### src/rtl/wwcg_pkg.sv
`default_nettype none

package wwcg_pkg;

    // Default sizing
    localparam int MAX_LEN_DEF  = 4096;
    localparam int WAKE_MAX_DEF = 8;
    localparam int QUEUE_DEPTH  = 2;

    // Register field widths
    localparam int WAKE_CHARS_W = 64;
    localparam int CFG_IDX_W    = 2;
    localparam int CFG_DATA_W   = 64;

    // Configuration register indexes
    typedef enum logic [CFG_IDX_W-1:0] {
        CFG_MUTE       = 2'd0,
        CFG_WAKE_CHARS = 2'd1,
        CFG_WAKE_LEN   = 2'd2,
        CFG_MIN_VOICE  = 2'd3
    } t_cfg_idx;

    // Verdict codes
    typedef enum logic [2:0] {
        RC_ACCEPTED     = 3'd0,
        RC_MUTED        = 3'd1,
        RC_EMPTY        = 3'd2,
        RC_LOW_VOICE    = 3'd3,
        RC_WAKE_MISSING = 3'd4,
        RC_NO_COMMAND   = 3'd5
    } t_result_code;

    // Run state codes
    typedef enum logic [1:0] {
        RUN_IDLE    = 2'd0,
        RUN_MUTED   = 2'd1,
        RUN_SENDING = 2'd2
    } t_run_state;

    localparam logic [11:0] OFFSET_SAT = 12'hFFF;
    localparam logic [12:0] LEN_SAT    = 13'h1FFF;

    // Byte class handed from the front end to the back end
    typedef struct packed {
        logic nul;
        logic last;
        logic space;
        logic alnum;
    } t_cls;

    // One verdict word
    typedef struct packed {
        t_result_code result_code;
        logic         send_ok;
        logic [11:0]  command_offset;
        logic [12:0]  cmd_len;
        t_run_state   run_state;
        logic         too_long;
    } t_verdict;

    function automatic logic [7:0] to_lower(input logic [7:0] c);
        return (c >= 8'h41 && c <= 8'h5A) ? c + 8'd32 : c;
    endfunction

    function automatic logic is_space(input logic [7:0] c);
        return (c == 8'd32) || (c >= 8'd9 && c <= 8'd13);
    endfunction

    function automatic logic is_alnum(input logic [7:0] c);
        return (c >= 8'h30 && c <= 8'h39) || (c >= 8'h41 && c <= 8'h5A)
            || (c >= 8'h61 && c <= 8'h7A);
    endfunction

endpackage

`default_nettype wire

### src/rtl/wwcg_fifo.sv
`default_nettype none

module wwcg_fifo #(
    parameter int W     = 8,
    parameter int DEPTH = 2
) (
    input  wire logic         i_clk,
    input  wire logic         i_rst_n,
    input  wire logic         i_wr,
    input  wire logic [W-1:0] i_wdata,
    output logic              o_full,
    input  wire logic         i_rd,
    output logic [W-1:0]      o_rdata,
    output logic              o_empty
);
    localparam int AW = (DEPTH > 1) ? $clog2(DEPTH) : 1;
    localparam int CW = $clog2(DEPTH + 1);

    logic [W-1:0]  r_mem [DEPTH];
    logic [AW-1:0] r_wp;
    logic [AW-1:0] r_rp;
    logic [CW-1:0] r_cnt;
    logic          wr_en;
    logic          rd_en;

    assign o_full  = (r_cnt == CW'(DEPTH));
    assign o_empty = (r_cnt == '0);
    assign wr_en   = i_wr && !o_full;
    assign rd_en   = i_rd && !o_empty;
    assign o_rdata = r_mem[r_rp];

    // Store incoming word
    always_ff @(posedge i_clk) begin
        if (wr_en) begin
            r_mem[r_wp] <= i_wdata;
        end
    end

    // Advance pointers and count
    always_ff @(posedge i_clk) begin
        if (!i_rst_n) begin
            r_wp  <= '0;
            r_rp  <= '0;
            r_cnt <= '0;
        end else begin
            if (wr_en) begin
                r_wp <= (r_wp == AW'(DEPTH - 1)) ? '0 : r_wp + AW'(1);
            end
            if (rd_en) begin
                r_rp <= (r_rp == AW'(DEPTH - 1)) ? '0 : r_rp + AW'(1);
            end
            if (wr_en && !rd_en) begin
                r_cnt <= r_cnt + CW'(1);
            end else if (rd_en && !wr_en) begin
                r_cnt <= r_cnt - CW'(1);
            end
        end
    end

endmodule

`default_nettype wire

### src/rtl/wwcg_front.sv
`default_nettype none

module wwcg_front #(
    parameter int WAKE_MAX = 8
) (
    input  wire logic [7:0]                   i_ch,
    input  wire logic                         i_last,
    input  wire logic [wwcg_pkg::WAKE_CHARS_W-1:0] i_wake_chars,
    output wwcg_pkg::t_cls                    o_cls,
    output logic [WAKE_MAX-1:0]               o_match
);
    import wwcg_pkg::*;

    logic [7:0] ch_lc;

    assign ch_lc = to_lower(i_ch);

    // Classify the byte
    always_comb begin
        o_cls.nul   = (i_ch == 8'd0);
        o_cls.last  = i_last;
        o_cls.space = is_space(i_ch);
        o_cls.alnum = is_alnum(i_ch);
    end

    // Compare against every wake word character at once
    always_comb begin
        for (int k = 0; k < WAKE_MAX; k++) begin
            o_match[k] = (ch_lc == to_lower(i_wake_chars[8*k +: 8]));
        end
    end

endmodule

`default_nettype wire

### src/rtl/wwcg_back.sv
`default_nettype none

module wwcg_back #(
    parameter int MAX_LEN  = 4096,
    parameter int WAKE_MAX = 8
) (
    input  wire logic                i_clk,
    input  wire logic                i_rst_n,
    input  wire logic                i_mute,
    input  wire logic [3:0]          i_wake_len,
    input  wire logic [7:0]          i_min_voice,
    input  wire logic                i_in_empty,
    input  wwcg_pkg::t_cls           i_cls,
    input  wire logic [WAKE_MAX-1:0] i_match,
    output logic                     o_pop,
    input  wire logic                i_out_full,
    output logic                     o_push,
    output wwcg_pkg::t_verdict       o_verdict
);
    import wwcg_pkg::*;

    localparam int PB_W  = $clog2(MAX_LEN + 1);
    localparam int POS_W = $clog2(MAX_LEN);

    logic [PB_W-1:0]  r_pos,       n_pos;
    logic             r_seen,      n_seen;
    logic [3:0]       r_wake_idx,  n_wake_idx;
    logic             r_failed,    n_failed;
    logic [7:0]       r_alnum,     n_alnum;
    logic             r_cmd_seen,  n_cmd_seen;
    logic [POS_W-1:0] r_cmd_start, n_cmd_start;
    logic [POS_W-1:0] r_last_ns,   n_last_ns;
    logic             r_ended,     n_ended;
    logic             r_over,      n_over;

    logic [3:0]       wl;
    logic             wmatch;
    logic [POS_W:0]   len_full;
    logic [31:0]      off_ext;
    logic [31:0]      len_ext;

    // Take a byte unless a stalled verdict blocks it
    assign o_pop  = !i_in_empty && (!i_cls.last || !i_out_full);
    assign o_push = o_pop && i_cls.last;

    assign wl = (i_wake_len > 4'(WAKE_MAX)) ? 4'(WAKE_MAX) : i_wake_len;

    // Pick the match bit for the current wake word character
    always_comb begin
        wmatch = 1'b0;
        for (int k = 0; k < WAKE_MAX; k++) begin
            if (r_wake_idx == 4'(k)) begin
                wmatch = i_match[k];
            end
        end
    end

    // Per-byte state update
    always_comb begin
        n_pos       = r_pos;
        n_seen      = r_seen;
        n_wake_idx  = r_wake_idx;
        n_failed    = r_failed;
        n_alnum     = r_alnum;
        n_cmd_seen  = r_cmd_seen;
        n_cmd_start = r_cmd_start;
        n_last_ns   = r_last_ns;
        n_ended     = r_ended;
        n_over      = r_over;
        if (o_pop && !r_ended) begin
            if (i_cls.nul) begin
                n_ended = 1'b1;
            end else if (r_pos == PB_W'(MAX_LEN)) begin
                n_over = 1'b1;
            end else begin
                n_pos = r_pos + PB_W'(1);
                // Skip leading whitespace
                if (r_seen || !i_cls.space) begin
                    n_seen = 1'b1;
                    if (i_cls.alnum && r_alnum != 8'hFF) begin
                        n_alnum = r_alnum + 8'd1;
                    end
                    if (!i_cls.space) begin
                        n_last_ns = r_pos[POS_W-1:0];
                    end
                    if (wl != 4'd0 && !r_failed) begin
                        if (r_wake_idx < wl) begin
                            if (wmatch) begin
                                n_wake_idx = r_wake_idx + 4'd1;
                            end else begin
                                n_failed = 1'b1;
                            end
                        end else if (!r_cmd_seen && !i_cls.space) begin
                            n_cmd_seen  = 1'b1;
                            n_cmd_start = r_pos[POS_W-1:0];
                        end
                    end
                end
            end
        end
    end

    assign len_full = (POS_W+1)'(n_last_ns) - (POS_W+1)'(n_cmd_start) + (POS_W+1)'(1);
    assign off_ext  = 32'(n_cmd_start);
    assign len_ext  = 32'(len_full);

    // Build the verdict from the state after this byte
    always_comb begin
        o_verdict             = '0;
        o_verdict.result_code = RC_ACCEPTED;
        o_verdict.run_state   = RUN_IDLE;
        o_verdict.too_long    = n_over;
        if (i_mute) begin
            o_verdict.result_code = RC_MUTED;
            o_verdict.run_state   = RUN_MUTED;
        end else if (!n_seen) begin
            o_verdict.result_code = RC_EMPTY;
        end else if (n_alnum < i_min_voice) begin
            o_verdict.result_code = RC_LOW_VOICE;
        end else if (wl == 4'd0 || n_failed || n_wake_idx < wl) begin
            o_verdict.result_code = RC_WAKE_MISSING;
        end else if (!n_cmd_seen) begin
            o_verdict.result_code = RC_NO_COMMAND;
        end else begin
            o_verdict.command_offset = (off_ext > 32'(OFFSET_SAT)) ? OFFSET_SAT
                                                                   : off_ext[11:0];
            o_verdict.cmd_len        = (len_ext > 32'(LEN_SAT)) ? LEN_SAT : len_ext[12:0];
            if (!n_over) begin
                o_verdict.send_ok   = 1'b1;
                o_verdict.run_state = RUN_SENDING;
            end
        end
    end

    // Hold transcript state; drop it after the final byte
    always_ff @(posedge i_clk) begin
        if (!i_rst_n || o_push) begin
            r_pos       <= '0;
            r_seen      <= 1'b0;
            r_wake_idx  <= '0;
            r_failed    <= 1'b0;
            r_alnum     <= '0;
            r_cmd_seen  <= 1'b0;
            r_cmd_start <= '0;
            r_last_ns   <= '0;
            r_ended     <= 1'b0;
            r_over      <= 1'b0;
        end else begin
            r_pos       <= n_pos;
            r_seen      <= n_seen;
            r_wake_idx  <= n_wake_idx;
            r_failed    <= n_failed;
            r_alnum     <= n_alnum;
            r_cmd_seen  <= n_cmd_seen;
            r_cmd_start <= n_cmd_start;
            r_last_ns   <= n_last_ns;
            r_ended     <= n_ended;
            r_over      <= n_over;
        end
    end

endmodule

`default_nettype wire

### src/rtl/wake_word_command_gate.sv
`default_nettype none

// Wake-word command gate. Transcript bytes enter one per clock through push/full and
// the block sustains one byte every cycle while no stall holds it; the rate is set by
// the state update in the back end, which takes one classified byte per clock from a
// two-word queue fed by the classifier. A verdict word appears on the result side in
// the cycle after the back end takes the byte marked last, and waits there in a
// two-word queue until popped; bytes keep flowing while it waits, and the back end
// stalls only when it must place a new verdict into a full result queue. A NUL byte
// ends the text; later bytes up to the last one are ignored. Configuration writes
// take effect on the next clock and are to be made only while no transcript is in
// flight. No clearing pass follows reset.
module wake_word_command_gate #(
    parameter int MAX_LEN  = wwcg_pkg::MAX_LEN_DEF,
    parameter int WAKE_MAX = wwcg_pkg::WAKE_MAX_DEF
) (
    input  wire logic                            i_clk,
    input  wire logic                            i_rst_n,
    input  wire logic                            push,
    output logic                                 full,
    input  wire logic [7:0]                      i_ch,
    input  wire logic                            i_last,
    output logic                                 empty,
    input  wire logic                            pop,
    output logic [2:0]                           o_result_code,
    output logic                                 o_should_send,
    output logic [11:0]                          o_command_offset,
    output logic [12:0]                          o_command_len,
    output logic [1:0]                           o_run_state,
    output logic                                 o_too_long,
    input  wire logic                            i_cfg_we,
    input  wire logic [wwcg_pkg::CFG_IDX_W-1:0]  i_cfg_idx,
    input  wire logic [wwcg_pkg::CFG_DATA_W-1:0] i_cfg_data
);
    import wwcg_pkg::*;

    localparam int MID_W = $bits(t_cls) + WAKE_MAX;
    localparam int OUT_W = $bits(t_verdict);

    logic                    r_mute;
    logic [WAKE_CHARS_W-1:0] r_wake_chars;
    logic [3:0]              r_wake_len;
    logic [7:0]              r_min_voice;

    t_cls                    f_cls;
    logic [WAKE_MAX-1:0]     f_match;
    logic [MID_W-1:0]        mid_rdata;
    logic                    mid_empty;
    t_cls                    b_cls;
    logic [WAKE_MAX-1:0]     b_match;
    logic                    b_pop;
    logic                    b_push;
    t_verdict                b_verdict;
    logic                    out_full;
    logic [OUT_W-1:0]        out_rdata;
    t_verdict                res;

    // Configuration registers
    always_ff @(posedge i_clk) begin
        if (!i_rst_n) begin
            r_mute       <= 1'b0;
            r_wake_chars <= '0;
            r_wake_len   <= '0;
            r_min_voice  <= '0;
        end else if (i_cfg_we) begin
            case (t_cfg_idx'(i_cfg_idx))
                CFG_MUTE:       r_mute       <= i_cfg_data[0];
                CFG_WAKE_CHARS: r_wake_chars <= i_cfg_data[WAKE_CHARS_W-1:0];
                CFG_WAKE_LEN:   r_wake_len   <= i_cfg_data[3:0];
                CFG_MIN_VOICE:  r_min_voice  <= i_cfg_data[7:0];
                default: ;
            endcase
        end
    end

    wwcg_front #(
        .WAKE_MAX (WAKE_MAX)
    ) u_front (
        .i_ch         (i_ch),
        .i_last       (i_last),
        .i_wake_chars (r_wake_chars),
        .o_cls        (f_cls),
        .o_match      (f_match)
    );

    wwcg_fifo #(
        .W     (MID_W),
        .DEPTH (QUEUE_DEPTH)
    ) u_mid_q (
        .i_clk   (i_clk),
        .i_rst_n (i_rst_n),
        .i_wr    (push),
        .i_wdata ({f_cls, f_match}),
        .o_full  (full),
        .i_rd    (b_pop),
        .o_rdata (mid_rdata),
        .o_empty (mid_empty)
    );

    assign b_cls   = t_cls'(mid_rdata[MID_W-1 -: $bits(t_cls)]);
    assign b_match = mid_rdata[WAKE_MAX-1:0];

    wwcg_back #(
        .MAX_LEN  (MAX_LEN),
        .WAKE_MAX (WAKE_MAX)
    ) u_back (
        .i_clk       (i_clk),
        .i_rst_n     (i_rst_n),
        .i_mute      (r_mute),
        .i_wake_len  (r_wake_len),
        .i_min_voice (r_min_voice),
        .i_in_empty  (mid_empty),
        .i_cls       (b_cls),
        .i_match     (b_match),
        .o_pop       (b_pop),
        .i_out_full  (out_full),
        .o_push      (b_push),
        .o_verdict   (b_verdict)
    );

    wwcg_fifo #(
        .W     (OUT_W),
        .DEPTH (QUEUE_DEPTH)
    ) u_out_q (
        .i_clk   (i_clk),
        .i_rst_n (i_rst_n),
        .i_wr    (b_push),
        .i_wdata (b_verdict),
        .o_full  (out_full),
        .i_rd    (pop),
        .o_rdata (out_rdata),
        .o_empty (empty)
    );

    // Unpack the oldest verdict word
    assign res              = t_verdict'(out_rdata);
    assign o_result_code    = res.result_code;
    assign o_should_send    = res.send_ok;
    assign o_command_offset = res.command_offset;
    assign o_command_len    = res.cmd_len;
    assign o_run_state      = res.run_state;
    assign o_too_long       = res.too_long;

endmodule

`default_nettype wire

### config.mk
export PLATFORM = sky130hd
export DESIGN_NAME = wake_word_command_gate
export DESIGN_NICKNAME = d
export VERILOG_FILES = /design/src/rtl/wwcg_pkg.sv /design/src/rtl/wwcg_fifo.sv /design/src/rtl/wwcg_front.sv /design/src/rtl/wwcg_back.sv /design/src/rtl/wake_word_command_gate.sv
export SDC_FILE = /design/constraint.sdc
export NUM_CORES = 1
export LEC_CHECK = 0
export BUFFER_PORTS_ARGS = -buffer_cell sky130_fd_sc_hd__clkbuf_2
export CORE_AREA = 2 2 185 187
export CTS_BUF_LIST = sky130_fd_sc_hd__clkbuf_16
export DETAILED_ROUTE_END_ITERATION = 10
export DIE_AREA = 0 0 187 189
export PLACE_DENSITY = 0.58
export SLEW_MARGIN = 10
export SYNTH_ARGS = -nofsm -noshare
export SYNTH_HDL_FRONTEND = slang
export SYNTH_SLANG_ARGS = --single-unit
### constraint.sdc
create_clock -name i_clk -period 4.27 [get_ports i_clk]
set_input_delay 0.427 -clock i_clk [delete_from_list [all_inputs] [get_ports i_clk]]
set_output_delay 0.427 -clock i_clk [all_outputs]
set_load 0.05 [all_outputs]
======== After elaboration in Yosys (flattened, before gate mapping) ========
Memory sizes are Yosys's and may differ from the RTL's. A register that Yosys moved wholly into a read port is not among the register bits.
Index checks and enable logic that the tools add are counted.
Widths: inputs -> output; s select.
word-level totals
  memories kept ........................... 2
  bits in writable memories ............... 88
  register bits after elaboration ......... 139
  input bits .............................. 80
  word-level logic and storage cells ...... 256
cells by class
  order comparisons ....................... 30
  muxes and demuxes ....................... 94
  bitwise operators ....................... 2
  reductions and logical operators ........ 63
  equality and inequality tests ........... 23
  add/subtract/negate cells ............... 22
memory list
  memory         depth  bits a word  rd ports  clocked after Yosys merged registers in  write ports  RTL line         source
  u_out_q.r_mem  2      32           1         1                                        1            wwcg_fifo.sv:19  logic [W-1:0] r_mem [DEPTH];
  u_mid_q.r_mem  2      12           1         1                                        1            wwcg_fifo.sv:19
operator list
  kind                   count
  $mux 12                13
  $mux 28                4
  $mux 8                 14
  $ge 8x7->1 const B     10
  $le 8x7->1 const B     10
  $add 8x6->8 const B    9
  $eq 8x8->1             8
  $mux 1                 42
  $mux 4                 8
  $add 13x1->13 const B  2
  $logic_and 1x1->1      26
  $mux 26                1
  $eq 4x3->1 const B     4
  $mux 3                 5
  $logic_not 1->1        14
  $eq 13x13->1 const B   1
  $gt 13x13->1 const B   1
  $mux 13                1
  $sub 12x12->13         1
  $gt 12x12->1 const B   1
  $mux 2                 6
  $reduce_and 2->1       5
  $add 8x1->8 const B    1
  $eq 2x2->1 const B     4
  other kinds (24)       43

======== Depth between registers and ports, before layout ========
  depth after elaboration ................. 22
  mapped depth ............................ 24

======== Cells and area by module ========
Synthesis repeated with hierarchy kept, for this count alone.
unflattened totals
  cells, all modules ...................... 1177
  area, all modules ....................... 12172.9 um^2
by module, submodules not included
  module                  times used  cells an instance  area an instance (um^2)
  wwcg_back               1           423                3829.9
  wake_word_command_gate  1           322                3012.9
  wwcg_fifo at u_out_q    1           125                2536.2
  wwcg_front              1           245                1699.1
  wwcg_fifo at u_mid_q    1           62                 1094.8

======== Worst setup path after synthesis ========
Ideal clock, no wire load.
  path type ............................... reg-to-reg
  start ................................... register with a tool-made name
  end ..................................... memory u_out_q.r_mem[0][14] (netlist bit) (data pin)
  path buffers ............................ 3
  stages on the path, launching flop included .. 22
  period minus slack after synthesis ...... 4.694 ns
  setup slack ............................. -0.424 ns
  data arrival time ....................... 4.530 ns
  library setup time ...................... 0.163 ns
  required time ........................... 4.107 ns
  path through ............................ dfxtp_1 > buf_6 > mux2_4 > a211oi_4 > nand3_2 > or3_1 > clkbuf_1 > buf_2 > a21oi_1 > inv_1 > ha_1 > inv_1 > ha_1 > inv_1 > fa_1 > nor2b_1 > o21ai_0 > a21boi_0 > o21ai_0 > a21oi_1 > mux2_2 > a31oi_1
RTL lines
  element    RTL line
  to (decl)  wwcg_fifo.sv:19

==> impl_metrics.toml <==
[status]
status = "complete, but fails checks"
violations = "setup timing"

[grt]
grt_use_met2 = 0.2584
grt_overflow_total = 0
grt_use_met3 = 0.02465
grt_pass1_vias = 8610
busiest_layer = "met2"
met1_usage = 0.1824
grt_pass1_wl_um = 42640
antenna_found_initial = 0
track_usage = 0.1442
grt_start_max_net_pins = 65

[synth]
syn_area_um2 = 11580
ys_async_sr_fraction = 0
synth-seq-cells = 227
postSynthAreaPerCell_um2 = 10.05
seq_area_frac_synth = 0.4667
synth_edf_count = 86
syn_inst = 1153
synth_nets = 1290
ys.flop_type = "dfxtp_1"
ys_types = 68
synth_warnings = 0

[clock_network]
numCtsBuffers = 26
clk_pin_slew_worst_paths_ps = 60
clock_path_buffers = 3
hold_buffers = 0
h-tree-depth = 1
clock-sinks = 227
cts_tree = "built"
clk_latency_ps = 530
cts_root_buffer = "clkbuf_16"

[timing]
period_minus_slack_ps = 4382
maxSlewViolCount = 0
skew_ps = 8.341
whs_ps = 86.94
rsz0062_at_grt = "yes"
tightest_slew_ps = 1056
slew_headroom = 0.2933
setup_ws_ps = -111.9
min_period_over_period = 1.026
setup_viol = 50
fmax_ghz = 0.2282
hold_viol_final = 0

[power]
leakage_uw = 0.005617
swShare = 0.3258
seqPwrFrac = 0.402
powerDensity_nw_per_um2 = 451.2
power_uw = 6428
p_comb_frac = 0.273
irDropWorstVdd_mv = 0.2681
p_clk_frac = 0.326
netSwitchingPower_uw = 2094
p_int_uw = 4333

[cells_and_area]
antenna_cells = 0
syn_to_final_growth_pct = 23.01
seq_area_um2 = 5410
multi_input_area_um2 = 6075
nets = 1468
drive_gt1_frac = 0.2568
fillers = 3269
final_cells = 1799

[worst_setup_path]
startpoint = "r_wake_len[3]$_SDFFE_PN0P_"
r2r-start = "r_wake_len[3]$_SDFFE_PN0P_"
rr_endpoint = "u_out_q.r_mem[1][28]$_DFFE_PP_"
crit_arrival_ps = 4770
crit_path_max_fanout = 5
rrSetupSlack_ps = -110
cp.required_ps = 4660
cp-end-kind = "register"
crit_path_start_kind = "register"
worstSetupPathType = "register to register"
r2r_cells = 18

[floorplan]
die_y_um = 189
coreArea_um2 = 33280
die-area_um2 = 35340
die_w_um = 187
start_util = 0.3480
std_cell_rows = 67
ios = 114

[hold_path]
hold_class = "input pin to register"
hold_path_startpoint = "i_last"
min_path_cells = 1
hold_end = "u_mid_q.r_mem[0][10]$_DFFE_PP_"

[placed_design]
place_congestion = 0.8003
dp_hpwl_um = 17940
pre_cts_slack_ps = -204.3
placed_cells = 1741
port_buffers = 113

[route]
drt_iter0_markers = 347
viasPerCell = 4.755
drcViolationCount = 0
ant_nets = 0
drt-total-wl_um = 25370
firstDrtPassIters = 5
vias = 8555
routedWlPerCell_um = 14.10

[run]
maxCapViolations = 0
-- power by group through the flow --
stage / Combinational (uW) / Sequential (uW) / Clock, uW
3_3_place_gp: 1740 / 2620 / 0
4_1_cts: 1780 / 2580 / 2170
3_5_place_dp: 1750 / 2630 / 0
2_1_floorplan: 1310 / 2620 / 0
5_1_grt: 1900 / 2610 / 2250
6_report: 1750 / 2580 / 2090
-- metrics by stage --
| stage | area, um2 | setup TNS (ps) | util |
|---|---|---|---|
| 4_1_cts | 14080 | -1587 | 0.4231 |
| 6_report | 14250 | -2743 | 0.4281 |
| 5_1_grt | 14250 | -12610 | 0.4281 |
| 3_5_place_dp | 13120 | -6960 | 0.3943 |
| 2_1_floorplan | 11650 | -307.2 | - |
| 3_3_place_gp | 13120 | -3424 | 0.3943 |
-- registers in the layout, summed over array words and instances (netlist names), 2 cells and up, named ones only --
name                cells
u_out_q.r_cnt           2
r_wake_len              4
u_back.r_pos           13
u_back.r_last_ns       12
u_mid_q.r_cnt           2
u_back.r_alnum          8
r_min_voice             8
r_wake_chars           64
u_out_q.r_mem          62
u_back.r_cmd_start     12
u_mid_q.r_mem          24
u_back.r_wake_idx       4
-- synthesized netlist by cell type, drive strengths merged (2+ instances only) --
master	instances	area [um2]
o221ai	2	17.52
nor3	29	145.1
ha	56	700.7
o21ai	25	128.9
edfxtp	86	2582
nor3b	2	15.01
o21a	3	22.52
a31oi	4	25.02
o21bai	2	15.01
nand3	21	110.1
dfxtp	141	2823
and3	8	50.05
mux4	2	45.04
nand2	172	648.1
a21oi	39	198.9
a41o	2	20.02
a21boi	67	503.0
a2111oi	2	36.29
nor2	96	440.4
mux2	46	529.3
clkbuf	37	138.9
nand4	6	37.54
nor2b	42	262.8
or3	8	50.05
nor4	11	90.08
a21o	8	60.06
xnor2	34	297.8
or4b	3	33.78
nand2b	5	31.28
a211oi	5	50.05
inv	38	142.6
o41ai	10	87.58
mux2i	30	300.3
xor2	62	543.0
nor4b	13	120.1
and2	9	56.31
o211ai	2	15.01
buf	13	93.84
nand3b	2	15.01
-- cells by family (layout without fill, tap and decap cells) --
logic type / count (synthesis) / count (layout) / share of synthesized area
compound gates: 175 / 175 / 0.1050
xor+xnor: 96 / 96 / 0.07259
fa+ha+maj: 57 / 57 / 0.06222
buf+inv: 88 / 285 / 0.03241
flops: 227 / 227 / 0.4667
mux: 78 / 78 / 0.07551
simple gates: 432 / 433 / 0.1856
-- timing repair --
action,CTS,global route
gates cloned,2,0
gates resized for setup,12,36
buffers inserted,6,4
pin swaps,2,8
setup endpoints to repair,54,56
-- per-layer routing --
metal | part of all wire | vias to the layer above | wire, um
met4 | 0.018 | 0 | 467
met3 | 0.038 | 38 | 956
met2 | 0.49 | 137 | 12410
li1 | - | 4375 | -
met1 | 0.45 | 4005 | 11530
met5 | 0 | - | 0
-- worst max path at each step --
stage	end
floorplan	u_out_q.r_mem[0][14]$_DFFE_PP_
global placement	u_out_q.r_mem[0][10]$_DFFE_PP_
detailed placement	u_out_q.r_mem[1][27]$_DFFE_PP_
CTS	u_out_q.r_mem[1][26]$_DFFE_PP_
global route	u_out_q.r_mem[0][8]$_DFFE_PP_
finish	u_out_q.r_mem[1][28]$_DFFE_PP_
-- cell type report --
type / instances / share of cell area
clock buffer: 27 / 0.04742
sequential: 227 / 0.3797
timing repair buffer: 199 / 0.08747
multi-input combinational: 839 / 0.4264
tap: 448 / 0.03934
inverter: 38 / 0.01019
clock inverter: 21 / 0.009485
-- cells in the final DEF, fill, tap and decap left out, types with 8 or more instances in the layout --
| cell | synthesis | routed |
|---|---|---|
| xnor2_1 | 34 | 33 |
| inv_1 | 38 | 45 |
| o41ai_1 | 10 | 8 |
| nor3_1 | 29 | 26 |
| nand3_1 | 20 | 20 |
| ha_1 | 56 | 53 |
| xor2_1 | 62 | 62 |
| and2_1 | 8 | 8 |
| nor2b_1 | 42 | 42 |
| a21o_1 | 8 | 8 |
| clkbuf_16 | 0 | 27 |
| mux2i_1 | 30 | 30 |
| dfxtp_1 | 141 | 139 |
| nor2_4 | 6 | 19 |
| a21boi_0 | 67 | 66 |
| mux2_2 | 43 | 43 |
| clkbuf_2 | 0 | 113 |
| nand2_1 | 171 | 169 |
| nor2_1 | 76 | 71 |
| nor4b_1 | 12 | 9 |
| edfxtp_1 | 86 | 86 |
| a21oi_1 | 38 | 34 |
| o21ai_0 | 24 | 22 |
| buf_4 | 1 | 80 |
| nor4_1 | 9 | 9 |
-- worst max-delay path, cell delays in order (launching register included) --
cell and delay (ps):
dfxtp_4 360, inv_4 70, nand2_4 60, ha_4 250, a21o_1 170, a221o_1 370
or4b_4 570, nor4_4 160, nand2_1 120, xnor2_2 160, ha_1 300, a21o_1 190
a21oi_2 80, a21oi_2 220, o2111ai_4 170, buf_6 160, or4_4 580, buf_4 180
nor2_4 70
(Power assumes the default switching activity.)
